## src/icr_pkg.sv

```systemverilog
`timescale 1ns / 1ps
// Package for the integer to ASCII converter: widths, character codes, register map,
// base limits, shared structs, the base clamp and the digit-to-character function.
// Depends on nothing; every other file of the block imports it.
package icr_pkg;

	// Field and port widths.
	localparam int VALUE_W        = 32;
	localparam int CHAR_W         = 8;
	localparam int DIGIT_W        = 6;
	localparam int RADIX_W        = 6;
	localparam int ADDR_W         = 3;
	localparam int DATA_W         = 32;
	localparam int DEF_VALUE_BITS = 32;

	// Register map: word index taken from paddr above the byte offset.
	localparam logic REG_RADIX = 1'b0;

	// Base limits and defaults.
	localparam logic [RADIX_W-1:0] RADIX_RESET = 6'd10;
	localparam logic [RADIX_W-1:0] RADIX_MIN   = 6'd2;
	localparam logic [RADIX_W-1:0] RADIX_MAX   = 6'd36;
	localparam logic [RADIX_W-1:0] DEC_BASE    = 6'd10;

	// Character codes.
	localparam logic [CHAR_W-1:0] CHAR_ZERO  = 8'h30;
	localparam logic [CHAR_W-1:0] CHAR_ALPHA = 8'h37;
	localparam logic [CHAR_W-1:0] CHAR_MINUS = 8'h2D;

	// One digit coming out of the divider.
	typedef struct packed {
		logic               valid;
		logic               is_last;
		logic [DIGIT_W-1:0] digit;
	} digit_t;

	// Commands from the sequencer to the character emitter.
	typedef struct packed {
		logic clear;
		logic play;
		logic neg;
	} emit_ctl_t;

	// Clamp the configured base to the legal range.
	function automatic logic [RADIX_W-1:0] sat_radix(input logic [RADIX_W-1:0] r);
		logic [RADIX_W-1:0] res;
		res = r;
		if (r < RADIX_MIN) begin
			res = RADIX_MIN;
		end else if (r > RADIX_MAX) begin
			res = RADIX_MAX;
		end
		return res;
	endfunction

	// Map a digit value to '0'..'9' or 'A'..'Z'.
	function automatic logic [CHAR_W-1:0] digit_char(input logic [DIGIT_W-1:0] d);
		logic [CHAR_W-1:0] res;
		if (d < DIGIT_W'(10)) begin
			res = CHAR_ZERO + CHAR_W'(d);
		end else begin
			res = CHAR_ALPHA + CHAR_W'(d);
		end
		return res;
	endfunction

endpackage

```

## src/icr_if.sv

```systemverilog
`timescale 1ns / 1ps
// Valid/ready channel interfaces for the number input and the character output.
// Depends on icr_pkg for the payload widths.

// Number channel: one item is one number with its signed flag.
interface icr_in_if import icr_pkg::*; ();
	logic               valid;
	logic               ready;
	logic [VALUE_W-1:0] value;
	logic               is_signed;

	modport source(output valid, value, is_signed, input ready);
	modport sink(input valid, value, is_signed, output ready);
endinterface

// Character channel: one item is one character with its last-of-number flag.
interface icr_out_if import icr_pkg::*; ();
	logic              valid;
	logic              ready;
	logic [CHAR_W-1:0] out_char;
	logic              last;

	modport source(output valid, out_char, last, input ready);
	modport sink(input valid, out_char, last, output ready);
endinterface

```

## src/icr_div.sv

```systemverilog
`timescale 1ns / 1ps
// Bit-serial restoring divider: divides the number by the base one bit per cycle and
// keeps dividing the quotient until it is zero, giving one digit per pass, lowest first.
// Depends on icr_pkg.
module icr_div import icr_pkg::*; #(
	parameter int VALUE_BITS = DEF_VALUE_BITS
) (
	input  logic                  clk,
	input  logic                  arst_n,
	input  logic                  start,
	input  logic [VALUE_BITS-1:0] value,
	input  logic [RADIX_W-1:0]    base,
	output digit_t                dig
);

	localparam int CW = $clog2(VALUE_BITS);

	logic                  busy_q;
	logic                  nz_q;
	logic [CW-1:0]         cnt_q;
	logic [VALUE_BITS-1:0] q_q;
	logic [DIGIT_W-1:0]    r_q;
	logic [RADIX_W-1:0]    base_q;

	logic [DIGIT_W:0]      rs;
	logic                  ge;
	logic [DIGIT_W-1:0]    rn;
	logic [VALUE_BITS-1:0] qn;
	logic                  nz_n;
	logic                  pass_end;

	// One restoring step: shift in the next dividend bit, subtract the base if it fits.
	always_comb begin
		rs       = {r_q, q_q[VALUE_BITS-1]};
		ge       = (rs >= {1'b0, base_q});
		rn       = ge ? DIGIT_W'(rs - {1'b0, base_q}) : rs[DIGIT_W-1:0];
		qn       = {q_q[VALUE_BITS-2:0], ge};
		nz_n     = nz_q | ge;
		pass_end = busy_q && (cnt_q == CW'(VALUE_BITS - 1));
	end

	// Pass and bit counters.
	always_ff @(posedge clk or negedge arst_n) begin
		if (!arst_n) begin
			busy_q <= 1'b0;
			nz_q   <= 1'b0;
			cnt_q  <= '0;
		end else if (start) begin
			busy_q <= 1'b1;
			nz_q   <= 1'b0;
			cnt_q  <= '0;
		end else if (busy_q) begin
			if (pass_end) begin
				busy_q <= nz_n;
				nz_q   <= 1'b0;
				cnt_q  <= '0;
			end else begin
				nz_q  <= nz_n;
				cnt_q <= cnt_q + 1'b1;
			end
		end
	end

	// Quotient shift register and partial remainder.
	always_ff @(posedge clk) begin
		if (start) begin
			q_q    <= value;
			r_q    <= '0;
			base_q <= base;
		end else if (busy_q) begin
			q_q <= qn;
			r_q <= pass_end ? '0 : rn;
		end
	end

	// A digit is ready at the end of each pass; the last one leaves a zero quotient.
	assign dig.valid   = pass_end;
	assign dig.is_last = !nz_n;
	assign dig.digit   = rn;

endmodule

```

## src/icr_emit.sv

```systemverilog
`timescale 1ns / 1ps
// Digit stack and character emitter: stores digits lowest first, then plays them back
// highest first as ASCII, with an optional leading minus, through the output register.
// Depends on icr_pkg and icr_if.
module icr_emit import icr_pkg::*; #(
	parameter int VALUE_BITS = DEF_VALUE_BITS
) (
	input  logic      clk,
	input  logic      arst_n,
	input  digit_t    dig,
	input  emit_ctl_t ctl,
	output logic      done,
	icr_out_if.source text
);

	localparam int PW  = $clog2(VALUE_BITS);
	localparam int CNW = $clog2(VALUE_BITS + 1);

	typedef enum logic [3:0] {
		E_IDLE  = 4'b0001,
		E_SIGN  = 4'b0010,
		E_FETCH = 4'b0100,
		E_LOAD  = 4'b1000
	} emit_state_t;

	emit_state_t        state_q;
	logic [CNW-1:0]     cnt_q;
	logic [PW-1:0]      rd_ptr_q;
	logic [DIGIT_W-1:0] rd_data_q;
	logic [DIGIT_W-1:0] mem [VALUE_BITS];
	logic               o_valid_q;
	logic [CHAR_W-1:0]  o_char_q;
	logic               o_last_q;
	logic               out_free;
	logic               load_sign;
	logic               load_digit;

	assign out_free   = !o_valid_q || text.ready;
	assign load_sign  = (state_q == E_SIGN) && out_free;
	assign load_digit = (state_q == E_LOAD) && out_free;
	assign done       = load_digit && (rd_ptr_q == '0);

	// Digit memory: one write port for pushes, one registered read port for playback.
	always_ff @(posedge clk) begin
		if (dig.valid) begin
			mem[cnt_q[PW-1:0]] <= dig.digit;
		end
		if (state_q == E_FETCH) begin
			rd_data_q <= mem[rd_ptr_q];
		end
	end

	// Fill count and playback sequencer.
	always_ff @(posedge clk or negedge arst_n) begin
		if (!arst_n) begin
			state_q  <= E_IDLE;
			cnt_q    <= '0;
			rd_ptr_q <= '0;
		end else begin
			if (ctl.clear) begin
				cnt_q <= '0;
			end else if (dig.valid) begin
				cnt_q <= cnt_q + 1'b1;
			end
			case (state_q)
				E_IDLE: begin
					if (ctl.play) begin
						rd_ptr_q <= PW'(cnt_q - 1'b1);
						state_q  <= ctl.neg ? E_SIGN : E_FETCH;
					end
				end
				E_SIGN: begin
					if (out_free) begin
						state_q <= E_FETCH;
					end
				end
				E_FETCH: begin
					state_q <= E_LOAD;
				end
				E_LOAD: begin
					if (out_free) begin
						if (rd_ptr_q == '0) begin
							state_q <= E_IDLE;
						end else begin
							rd_ptr_q <= rd_ptr_q - 1'b1;
							state_q  <= E_FETCH;
						end
					end
				end
				default: begin
					state_q <= E_IDLE;
				end
			endcase
		end
	end

	// Output register valid flag.
	always_ff @(posedge clk or negedge arst_n) begin
		if (!arst_n) begin
			o_valid_q <= 1'b0;
		end else if (load_sign || load_digit) begin
			o_valid_q <= 1'b1;
		end else if (text.ready) begin
			o_valid_q <= 1'b0;
		end
	end

	// Output register payload.
	always_ff @(posedge clk) begin
		if (load_sign) begin
			o_char_q <= CHAR_MINUS;
			o_last_q <= 1'b0;
		end else if (load_digit) begin
			o_char_q <= digit_char(rd_data_q);
			o_last_q <= (rd_ptr_q == '0);
		end
	end

	assign text.valid    = o_valid_q;
	assign text.out_char = o_char_q;
	assign text.last     = o_last_q;

endmodule

```

## src/integer_to_ascii_radix.sv

```systemverilog
`timescale 1ns / 1ps
// Top level of the integer to ASCII converter: register port, sequencer, divider, emitter.
// Depends on icr_pkg, icr_if, icr_div and icr_emit.
//
//   Channel  Dir  Handshake            Payload
//   num      in   valid/ready          value[31:0], is_signed
//   text     out  valid/ready          out_char[7:0], last
//   APB      in   psel/penable/pready  paddr, pwdata, prdata (radix at 0x0)
//
// Each digit takes one divider pass over all VALUE_BITS bits of the quotient, and each
// digit character goes through the emitter's fetch and load states. A 32-bit number takes
// at most 10 passes in decimal and up to 32 passes in base 2.
// A new number is accepted once its predecessor's last character is in the output register.
// arst_n clears the sequencers, the output valid flag and sets radix to 10.
// A stalled text channel holds the current character and pauses playback.
module integer_to_ascii_radix import icr_pkg::*; #(
	parameter int VALUE_BITS = DEF_VALUE_BITS
) (
	input  logic              clk,
	input  logic              arst_n,
	icr_in_if.sink            num,
	icr_out_if.source         text,
	input  logic              psel,
	input  logic              penable,
	input  logic              pwrite,
	input  logic [ADDR_W-1:0] paddr,
	input  logic [DATA_W-1:0] pwdata,
	output logic [DATA_W-1:0] prdata,
	output logic              pready
);

	typedef enum logic [3:0] {
		T_IDLE   = 4'b0001,
		T_DIV    = 4'b0010,
		T_LAUNCH = 4'b0100,
		T_WAIT   = 4'b1000
	} top_state_t;

	top_state_t            state_q;
	logic [RADIX_W-1:0]    radix_q;
	logic                  neg_q;
	logic                  accept;
	logic [VALUE_BITS-1:0] v_in;
	logic                  neg;
	logic [VALUE_BITS-1:0] mag;
	logic [RADIX_W-1:0]    base;
	digit_t                dig;
	emit_ctl_t             ctl;
	logic                  emit_done;

	// Register port: one register, radix, at word index zero.
	assign pready = 1'b1;
	assign prdata = (paddr[ADDR_W-1] == REG_RADIX) ? DATA_W'(radix_q) : '0;

	always_ff @(posedge clk or negedge arst_n) begin
		if (!arst_n) begin
			radix_q <= RADIX_RESET;
		end else if (psel && penable && pwrite && pready && paddr[ADDR_W-1] == REG_RADIX) begin
			radix_q <= pwdata[RADIX_W-1:0];
		end
	end

	// Operand setup: sign, magnitude and base.
	assign num.ready = (state_q == T_IDLE);
	assign accept    = num.valid && num.ready;

	always_comb begin
		v_in = VALUE_BITS'(num.value);
		neg  = num.is_signed && v_in[VALUE_BITS-1];
		mag  = neg ? (~v_in + 1'b1) : v_in;
		base = num.is_signed ? DEC_BASE : sat_radix(radix_q);
	end

	// Sequencer: divide, then start playback once the last digit is stored.
	always_ff @(posedge clk or negedge arst_n) begin
		if (!arst_n) begin
			state_q <= T_IDLE;
			neg_q   <= 1'b0;
		end else begin
			case (state_q)
				T_IDLE: begin
					if (accept) begin
						neg_q   <= neg;
						state_q <= T_DIV;
					end
				end
				T_DIV: begin
					if (dig.valid && dig.is_last) begin
						state_q <= T_LAUNCH;
					end
				end
				T_LAUNCH: begin
					state_q <= T_WAIT;
				end
				T_WAIT: begin
					if (emit_done) begin
						state_q <= T_IDLE;
					end
				end
				default: begin
					state_q <= T_IDLE;
				end
			endcase
		end
	end

	assign ctl.clear = accept;
	assign ctl.play  = (state_q == T_LAUNCH);
	assign ctl.neg   = neg_q;

	icr_div #(
		.VALUE_BITS(VALUE_BITS)
	) u_div (
		.clk   (clk),
		.arst_n(arst_n),
		.start (accept),
		.value (mag),
		.base  (base),
		.dig   (dig)
	);

	icr_emit #(
		.VALUE_BITS(VALUE_BITS)
	) u_emit (
		.clk   (clk),
		.arst_n(arst_n),
		.dig   (dig),
		.ctl   (ctl),
		.done  (emit_done),
		.text  (text)
	);

	// The sequencer state is always a single one-hot code.
	a_state_onehot: assert property (@(posedge clk) disable iff (!arst_n)
		$onehot(state_q))
		else $error("sequencer state not one-hot");

	// Digits arrive only while a division is in progress.
	a_digit_in_div: assert property (@(posedge clk) disable iff (!arst_n)
		dig.valid |-> state_q == T_DIV)
		else $error("digit produced outside division");

	// A digit never reaches the largest base.
	a_digit_range: assert property (@(posedge clk) disable iff (!arst_n)
		dig.valid |-> dig.digit < RADIX_MAX)
		else $error("digit out of range");

	// Playback completes only after it was launched.
	a_done_in_wait: assert property (@(posedge clk) disable iff (!arst_n)
		emit_done |-> state_q == T_WAIT)
		else $error("playback done without launch");

endmodule

```

## src/flat_wrapper.sv

```systemverilog
// flat-port wrapper written by rule: the top's interface ports become plain ports
module integer_to_ascii_radix_flat import icr_pkg::*;
#(
	parameter int VALUE_BITS = DEF_VALUE_BITS
)
  (clk, arst_n, psel, penable, pwrite, paddr, pwdata, prdata, pready, num_valid, num_value, num_is_signed, num_ready, text_valid, text_out_char, text_last, text_ready);
  icr_in_if num_i ();
  icr_out_if text_i ();
  input  logic clk;
  input  logic arst_n;
  input  logic psel;
  input  logic penable;
  input  logic pwrite;
  input  logic [ADDR_W-1:0] paddr;
  input  logic [DATA_W-1:0] pwdata;
  output logic [DATA_W-1:0] prdata;
  output logic pready;
  input wire logic [$bits(num_i.valid)-1:0] num_valid;
  input wire logic [$bits(num_i.value)-1:0] num_value;
  input wire logic [$bits(num_i.is_signed)-1:0] num_is_signed;
  output wire logic [$bits(num_i.ready)-1:0] num_ready;
  output wire logic [$bits(text_i.valid)-1:0] text_valid;
  output wire logic [$bits(text_i.out_char)-1:0] text_out_char;
  output wire logic [$bits(text_i.last)-1:0] text_last;
  input wire logic [$bits(text_i.ready)-1:0] text_ready;
  assign num_i.valid = num_valid;
  assign num_i.value = num_value;
  assign num_i.is_signed = num_is_signed;
  assign num_ready = num_i.ready;
  assign text_valid = text_i.valid;
  assign text_out_char = text_i.out_char;
  assign text_last = text_i.last;
  assign text_i.ready = text_ready;
  integer_to_ascii_radix #(.VALUE_BITS(VALUE_BITS)) u_core (.clk(clk), .arst_n(arst_n), .num(num_i), .text(text_i), .psel(psel), .penable(penable), .pwrite(pwrite), .paddr(paddr), .pwdata(pwdata), .prdata(prdata), .pready(pready));
endmodule
```

## config.mk

```make
export PLATFORM = sky130hd
export DESIGN_NAME = integer_to_ascii_radix_flat
export DESIGN_NICKNAME = d
export VERILOG_FILES = /design/src/icr_pkg.sv /design/src/icr_if.sv /design/src/icr_div.sv /design/src/icr_emit.sv /design/src/integer_to_ascii_radix.sv /design/src/flat_wrapper.sv
export SDC_FILE = /design/constraint.sdc
export NUM_CORES = 1
export LEC_CHECK = 0
export ABC_AREA = 1
export ABC_CLOCK_PERIOD_IN_PS = 6250
export BUFFER_PORTS_ARGS = -buffer_cell sky130_fd_sc_hd__buf_4
export CAP_MARGIN = 20
export CORE_ASPECT_RATIO = 0.6
export CORE_MARGIN = 5
export CORE_UTILIZATION = 65
export CTS_CLUSTER_DIAMETER = 120
export CTS_CLUSTER_SIZE = 16
export DETAILED_ROUTE_END_ITERATION = 8
export PLACE_DENSITY = 0.95
export SETUP_SLACK_MARGIN = 0.02
export SYNTH_ARGS = -nofsm -noshare
export SYNTH_HDL_FRONTEND = slang
export SYNTH_SLANG_ARGS = --single-unit
export TNS_END_PERCENT = 30
```

## constraint.sdc

```tcl
create_clock -name clk -period 6.25 [get_ports clk]
set_input_delay 0.3125 -clock clk [delete_from_list [all_inputs] [get_ports clk]]
set_output_delay 0.3125 -clock clk [all_outputs]
set_load 0.1 [all_outputs]
```

==> metrics.txt, run 1 <==
Detailed Route Iter0 Violations=1840; Max FO, Critical Path=59; mean post-synth cell area=9.74 sq um; Syn Std Cell Area=between 0.01 and 0.015 sq mm; Synth Register Bits=283; CTS Buffer Depth=3; Max-cap violations=0; R2R depth=6; Remaining DRCs=0; Highest Signal Layer=met4; dpl cells=1676; Slew Viols, Final=0; CP required=approximately 6.6 ns; clock network latency to the later pin of the worst-skew pair=0.52 ns; largest net degree at the start of global routing=98; Overall Power=7.50 mW; Die Wd=196 um; global placement routability congestion=0.918; synth unique cells=46; Hold Fails Final Rpt=0; crit end category=flip-flop; IO buf count=62; wire length on met3=4710 um; post-route ant nets=0; pwr/cell area=about 510 mW/mm^2; largest area contributor in the netlist=edfxtp_1; Initial Util=66.9%; Area growth syn-to-layout=7.93%; grt total ovfl=0; TritonCTS Buffers=21; total global-route track usage=about a quarter; Static Leak=~6.0 nW; DRT met1 WL=13000 um; status=completed; H-tree Lvls=1; nets@finish=between 1500 and 2000; Syn. warnings=0; final antenna diode count=0; Core Area=between 0.02 and 0.025 sq mm; root buf cell=clkbuf_16; CTS tree=yes; Worst Hold Path EP=u_core.state_q[0]; HP Class=input port to flip-flop; most common cell after layout, fill and taps aside=nand2_1; fraction of layout cells with a size suffix above 1=9.11%; first-pass GRT wire length=slightly above 50000 um; top cell type's share of synthesized area=52.3%; placed instance area=~0.014 sq mm; Fin Setup TNS=0 ns; Met2 Routed Length=about 15000 um; Critical Path AT=3.30 ns; TritonCTS Sinks=283; vias in the first global route=9748; Worst-path clk slew=0.07 ns; reg-to-reg endpoint=u_core.u_div.q_q[27]; RSZ-0062 raised after global routing=no; critical path type=flip-flop to flip-flop; Post-Route WL=33500 um; final instance area=0.0146 sq mm; chip height=122 um; fin cells=1711; Vias/cell=6.20; count of final setup violators=0; Site Rows=40; post-layout min period=2.93 ns; initial antenna violation count=0; hold_sp=num_valid; skew final=0.0192 ns; hold depth=2; R2R setup slack=3.32 ns; main area contributors after synthesis=edfxtp_1 52%, nand2_1 11%, nand3_1 7.1%, dfrtp_1 5.4%, nor2_1 3.1%; detailed-route via count=10600; worst vdd ir=0.744 mV; Reg2Reg Launch Point=u_core.state_q[0]; Post-DP HPWL=20800 um; Mapped Cells=1392; drt wl/cell=around 20 um; I/O Pins=roughly 120; nature of the critical path startpoint=flip-flop; pin slew with the least headroom to its limit=1.20 ns; f_max=0.341 GHz; drt pass-1 iters=6; die area=0.0239 sq mm; commonest non-fill, non-tap cells in the layout=389 x nand2_1, 236 x edfxtp_1, 193 x nand3_1; sequential area share after synthesis=60.5%; Slew HR=19.1%; crit share post-route=46.9%; FILL cells=1295
-- Yosys cell counts, drive strengths merged --
library cell  count
nor2            121
conb              2
dfstp             4
clkbuf           10
or2               1
ha               17
xor2              7
nor4              1
nand3b            3
a21boi            1
inv              95
buf              73
o22ai             4
o21ai            61
edfxtp          236
o21bai            1
a21oi            59
dfrtp            29
a31oi             3
nor3             12
clkinv            1
dfxtp            14
a22o              1
nand4            15
nand3           196
xnor2            13
fa                1
and2              6
nand2           397
a21o              1
o31ai             7
-- cell families after synthesis --
logic type / share of synthesized area [%]
AND/OR/NAND/NOR: 24.2
buffers and inverters: 6.78
XOR/XNOR: 1.29
adder cells (fa/ha/maj): 1.72
other: 0.0554
flip-flops: 60.5
AO/OA/AOI/OAI: 5.48
-- worst max-delay path: stages (launching register included) --
cell	delay [ns]
dfstp_2	0.54
inv_1	0.07
nor3_4	0.21
nand2_2	0.61
inv_1	1.03
nand3_1	0.19
nand2_1	0.10
-- what timing repair did --
item / 4_1_cts / 5_1_grt
hold buffers: 1 / 0
endpoints found under the hold margin: 29 / 0
resized for setup: 0 / 0
buffers inserted: 0 / 0
-- where the power goes --
group	switching (mW)	total (mW)	internal (mW)
sequential	0.189	3.06	2.87
combinational	2.35	3.20	0.852
clock	0.622	1.24	0.617
total	3.16	7.50	4.34
-- per-layer routing --
metal | global-route usage, % | vias up
met4 | 8.20 | 0
met5 | 0 | -
li1 | - | 4724
met2 | 40.1 | 821
met1 | 38.7 | 4939
met3 | 6.14 | 127
-- sequential cells by signal, indices dropped and copies added, names as in the netlist --
name                         count
u_core.u_div.nz_q                1
u_core.u_emit.cnt_q              5
u_core.u_emit.text.last          1
u_core.u_emit.mem              192
u_core.u_div.cnt_q               5
u_core.u_emit.rd_ptr_q           5
u_core.u_div.base_q              6
u_core.radix_q                   6
u_core.u_div.busy_q              1
u_core.u_emit.rd_data_q          6
u_core.u_div.r_q                 6
u_core.u_emit.text.out_char      7
u_core.u_emit.text.valid         1
u_core.neg_q                     1
u_core.u_emit.state_q            4
u_core.state_q                   4
u_core.u_div.q_q                32
-- stage by stage --
step	setup WS, ns	util (%)	hold slack (ns)
after floorplan	3.87	-	0.0169
after CTS	3.13	71.7	0.0119
after detailed placement	3.25	68.9	0.282
after global placement	3.41	68.8	0.279
final	3.32	72.2	0.0112
after global routing	3.13	72.2	0.0301
-- final cells by class --
type	count	area, sq um	area share, %
inverters	96	365	2.50
well taps	273	342	2.33
multi-input cells	956	4530	31.0
repair buffers	73	626	4.28
clock buffers	29	556	3.80
flip-flops and latches	283	8200	56.0
clock inverters	1	7.51	0.0513
-- how the worst max path moves through the flow --
stage                           startpoint  slack, ns                  endpoint  depth (start not counted)
CTS                 u_core.u_div.base_q[4]       3.13  u_core.u_emit.mem[19][3]                          8
detailed placement  u_core.u_div.base_q[4]       3.25  u_core.u_emit.mem[19][3]                          8
finish                   u_core.state_q[0]       3.32      u_core.u_div.q_q[27]                          6
global placement         u_core.state_q[0]       3.41    u_core.u_emit.cnt_q[1]                          7
global route             u_core.state_q[0]       3.13    u_core.u_emit.cnt_q[1]                          7
floorplan                u_core.state_q[0]       3.87         u_core.u_div.nz_q                          8
No activity file was read; power rests on OpenSTA's default activity.
==> run 2: changes to the inputs <==
--- a/config.mk
+++ b/config.mk
@@ -6,16 +6,16 @@
 export NUM_CORES = 1
 export LEC_CHECK = 0
 export ABC_AREA = 1
-export ABC_CLOCK_PERIOD_IN_PS = 6250
+export ABC_CLOCK_PERIOD_IN_PS = 3000
 export BUFFER_PORTS_ARGS = -buffer_cell sky130_fd_sc_hd__buf_4
 export CAP_MARGIN = 20
 export CORE_ASPECT_RATIO = 0.6
 export CORE_MARGIN = 5
-export CORE_UTILIZATION = 65
+export CORE_UTILIZATION = 60
 export CTS_CLUSTER_DIAMETER = 120
 export CTS_CLUSTER_SIZE = 16
 export DETAILED_ROUTE_END_ITERATION = 8
-export PLACE_DENSITY = 0.95
+export PLACE_DENSITY = 0.9
 export SETUP_SLACK_MARGIN = 0.02
 export SYNTH_ARGS = -nofsm -noshare
 export SYNTH_HDL_FRONTEND = slang
==> constraint.sdc (replaced) <==
create_clock -name clk -period 3 [get_ports clk]
set_input_delay 0.15 -clock clk [delete_from_list [all_inputs] [get_ports clk]]
set_output_delay 0.15 -clock clk [all_outputs]
set_load 0.1 [all_outputs]
==> run 2 against run 1 <==
Against the previous run:
- sequential power up 110%
- maximum frequency up 9.5%
- clock skew up 0.0062 ns
- sequential share of layout area down 0.74 points
- non-clock buffer count up 24
- first-iteration DRC count down 20%
- register-to-register slack worse by 3.0 ns
==> metrics.txt, run 2 (synthesis gave the netlist of run 1 again) <==
status=completed; Area growth syn-to-layout=9.38%; root buf cell=clkbuf_16; CTS tree=yes; R2R setup slack=0.32 ns (-3.00 ns); critical path type=flip-flop to flip-flop; Final Util=67.0% (-5.2 points); M3 GR Usage=6.71% (+0.57 points); initial antenna violation count=2 (+2); dpl ws=0.470 ns (-2.78 ns); first-pass GRT wire length=52200 um (+3.7%); gr busiest metal=met2; hold depth=4 (+2); Detailed Route Iter0 Violations=1473 (-20%); vias in the first global route=10000 (+2.9%); M1 GR Usage=36.9% (-1.8 points); TritonCTS Sinks=283 (unchanged); Post-CTS Hold Fix Bufs=10 (+9); Max FO, Critical Path=9 (-85%); post-route ant nets=0 (unchanged); Die Wd=204 um (+3.9%); f_max=0.374 GHz (+9.5%); Post-DP HPWL=21700 um (+4.2%); met2 Usage GRT=38.2% (-1.9 points); H-tree Lvls=1 (unchanged); clock network latency to the later pin of the worst-skew pair=0.52 ns (about the same); crit end category=flip-flop; post-route setup slack=0.324 ns (-3.00 ns); drt wl/cell=18.5 um (-5.6%); Static Leak=6.07 nW (+1.6%); global placement routability congestion=0.903 (-1.6%); hold_sp=text_ready; nature of the critical path startpoint=flip-flop; grt total ovfl=0 (unchanged); CTS Buffer Depth=3 (unchanged); Max-cap violations=0 (unchanged); Post-CTS Resized=0 (unchanged); Hold Slack=0.0100 ns (-0.00116 ns); commonest non-fill, non-tap cells in the layout=389 x nand2_1, 236 x edfxtp_1, 193 x nand3_1; FILL cells=1540 (+19%); count of final setup violators=0 (unchanged); worst vdd ir=0.676 mV (-9.2%); placed instance area=0.0142 sq mm (+1.5%); Site Rows=42 (+5.0%); drt pass-1 iters=7 (+1); nets@finish=1548 (+1.6%); Fin Setup TNS=0 ns (unchanged); Core Area=0.0221 sq mm (+9.1%); RSZ-0062 raised after global routing=no; total global-route track usage=25.0% (-1.5 points); Hold Fails Final Rpt=0 (unchanged); Worst Hold Path EP=u_core.u_emit.state_q[3]; IO buf count=62 (unchanged); fin cells=1770 (+3.4%); final antenna diode count=0 (unchanged); chip height=126 um (+3.7%); I/O Pins=119 (unchanged); post-layout min period=2.68 ns (-0.253 ns); Reg2Reg Launch Point=u_core.u_div.cnt_q[0]; CP required=3.13 ns (-3.49 ns); Overall Power=15.4 mW (+110%); Critical Path AT=2.81 ns (-0.49 ns); most common cell after layout, fill and taps aside=nand2_1; Slew Viols, Final=0 (unchanged); largest net degree at the start of global routing=98 (unchanged); Remaining DRCs=0 (unchanged); die area=0.0258 sq mm (+7.8%); crit share post-route=89.2% (+42 points); max reg flops=192 (unchanged); Vias/cell=5.98 (-3.5%); Post-Route WL=32800 um (-2.3%); TritonCTS Buffers=21 (unchanged); Initial Util=61.3% (-5.6 points); Slew HR=41.3% (+22 points); pwr/cell area=1040 mW/mm^2 (+100%); reg-to-reg endpoint=u_core.u_emit.mem[22][0]; detailed-route via count=10600 (-0.17%); Worst-path clk slew=0.08 ns (about the same); R2R depth=8 (+2); dpl cells=1730 (+3.2%); HP Class=input port to flip-flop; final instance area=0.0148 sq mm (+1.3%); fraction of layout cells with a size suffix above 1=9.99% (+0.88 points); # Post-CTS Setup Buffers=0 (unchanged); pin slew with the least headroom to its limit=0.881 ns (-0.323 ns); skew final=0.0254 ns (+0.00618 ns)
-- run 2: cell types whose count changed in the layout (fill, tap and decap cells not counted), sizes merged --
| cell | previous run | this run |
|---|---|---|
| buf | 72 | 87 |
| dlygate4sd3 | 1 | 10 |
-- run 2: worst max-delay path by stage --
| stage | endpoint | from | slack (ns) | cells past startpoint |
|---|---|---|---|---|
| final | u_core.u_emit.mem[22][0] | u_core.u_div.cnt_q[0] | 0.32 | 8 |
| after global routing | u_core.u_emit.mem[14][0] | u_core.u_div.cnt_q[0] | 0.21 | 8 |
| after CTS | u_core.u_emit.mem[22][0] | u_core.u_div.cnt_q[0] | 0.43 | 8 |
| after detailed placement | u_core.u_emit.mem[0][2] | u_core.u_div.cnt_q[0] | 0.47 | 8 |
| after global placement | u_core.u_emit.mem[0][1] | u_core.u_div.cnt_q[0] | 0.60 | 8 |
| after floorplan | u_core.u_div.nz_q | u_core.state_q[0] | 0.62 | 8 |
-- run 2: power by group --
group	switching, mW	internal [mW]	total, mW	leakage (nW)
Combinational	4.86	1.63	6.49	3.10
Clock	1.28	1.28	2.56	0.268
Sequential	0.373	5.98	6.36	2.70
Total	6.51	8.90	15.4	6.07
-- run 2: final cells by class --
cell class / count / area, sq um / area share (%)
clock buffers: 29 / 556 / 3.75
inverters: 96 / 365 / 2.46
well taps: 308 / 385 / 2.60
flip-flops and latches: 283 / 8200 / 55.3
multi-input cells: 956 / 4530 / 30.6
clock inverters: 1 / 7.51 / 0.0506
repair buffers: 97 / 778 / 5.25
-- run 2: per-layer routing --
layer  wire [um]  vias to the layer above
li1            -                     4775
met1       13300                     4970
met2       14400                      750
met3        4380                       94
met4         674                        4
met5          23                        -
-- run 2: critical path, stage by stage, from the launching register on --
cell and delay [ns]:
dfrtp_1 0.39, ha_1 0.19, nand2_1 0.08, nor2_1 0.11
ha_1 0.20, nand2_1 0.09, clkinv_1 0.19, nand2_1 0.44
nor2_1 0.60
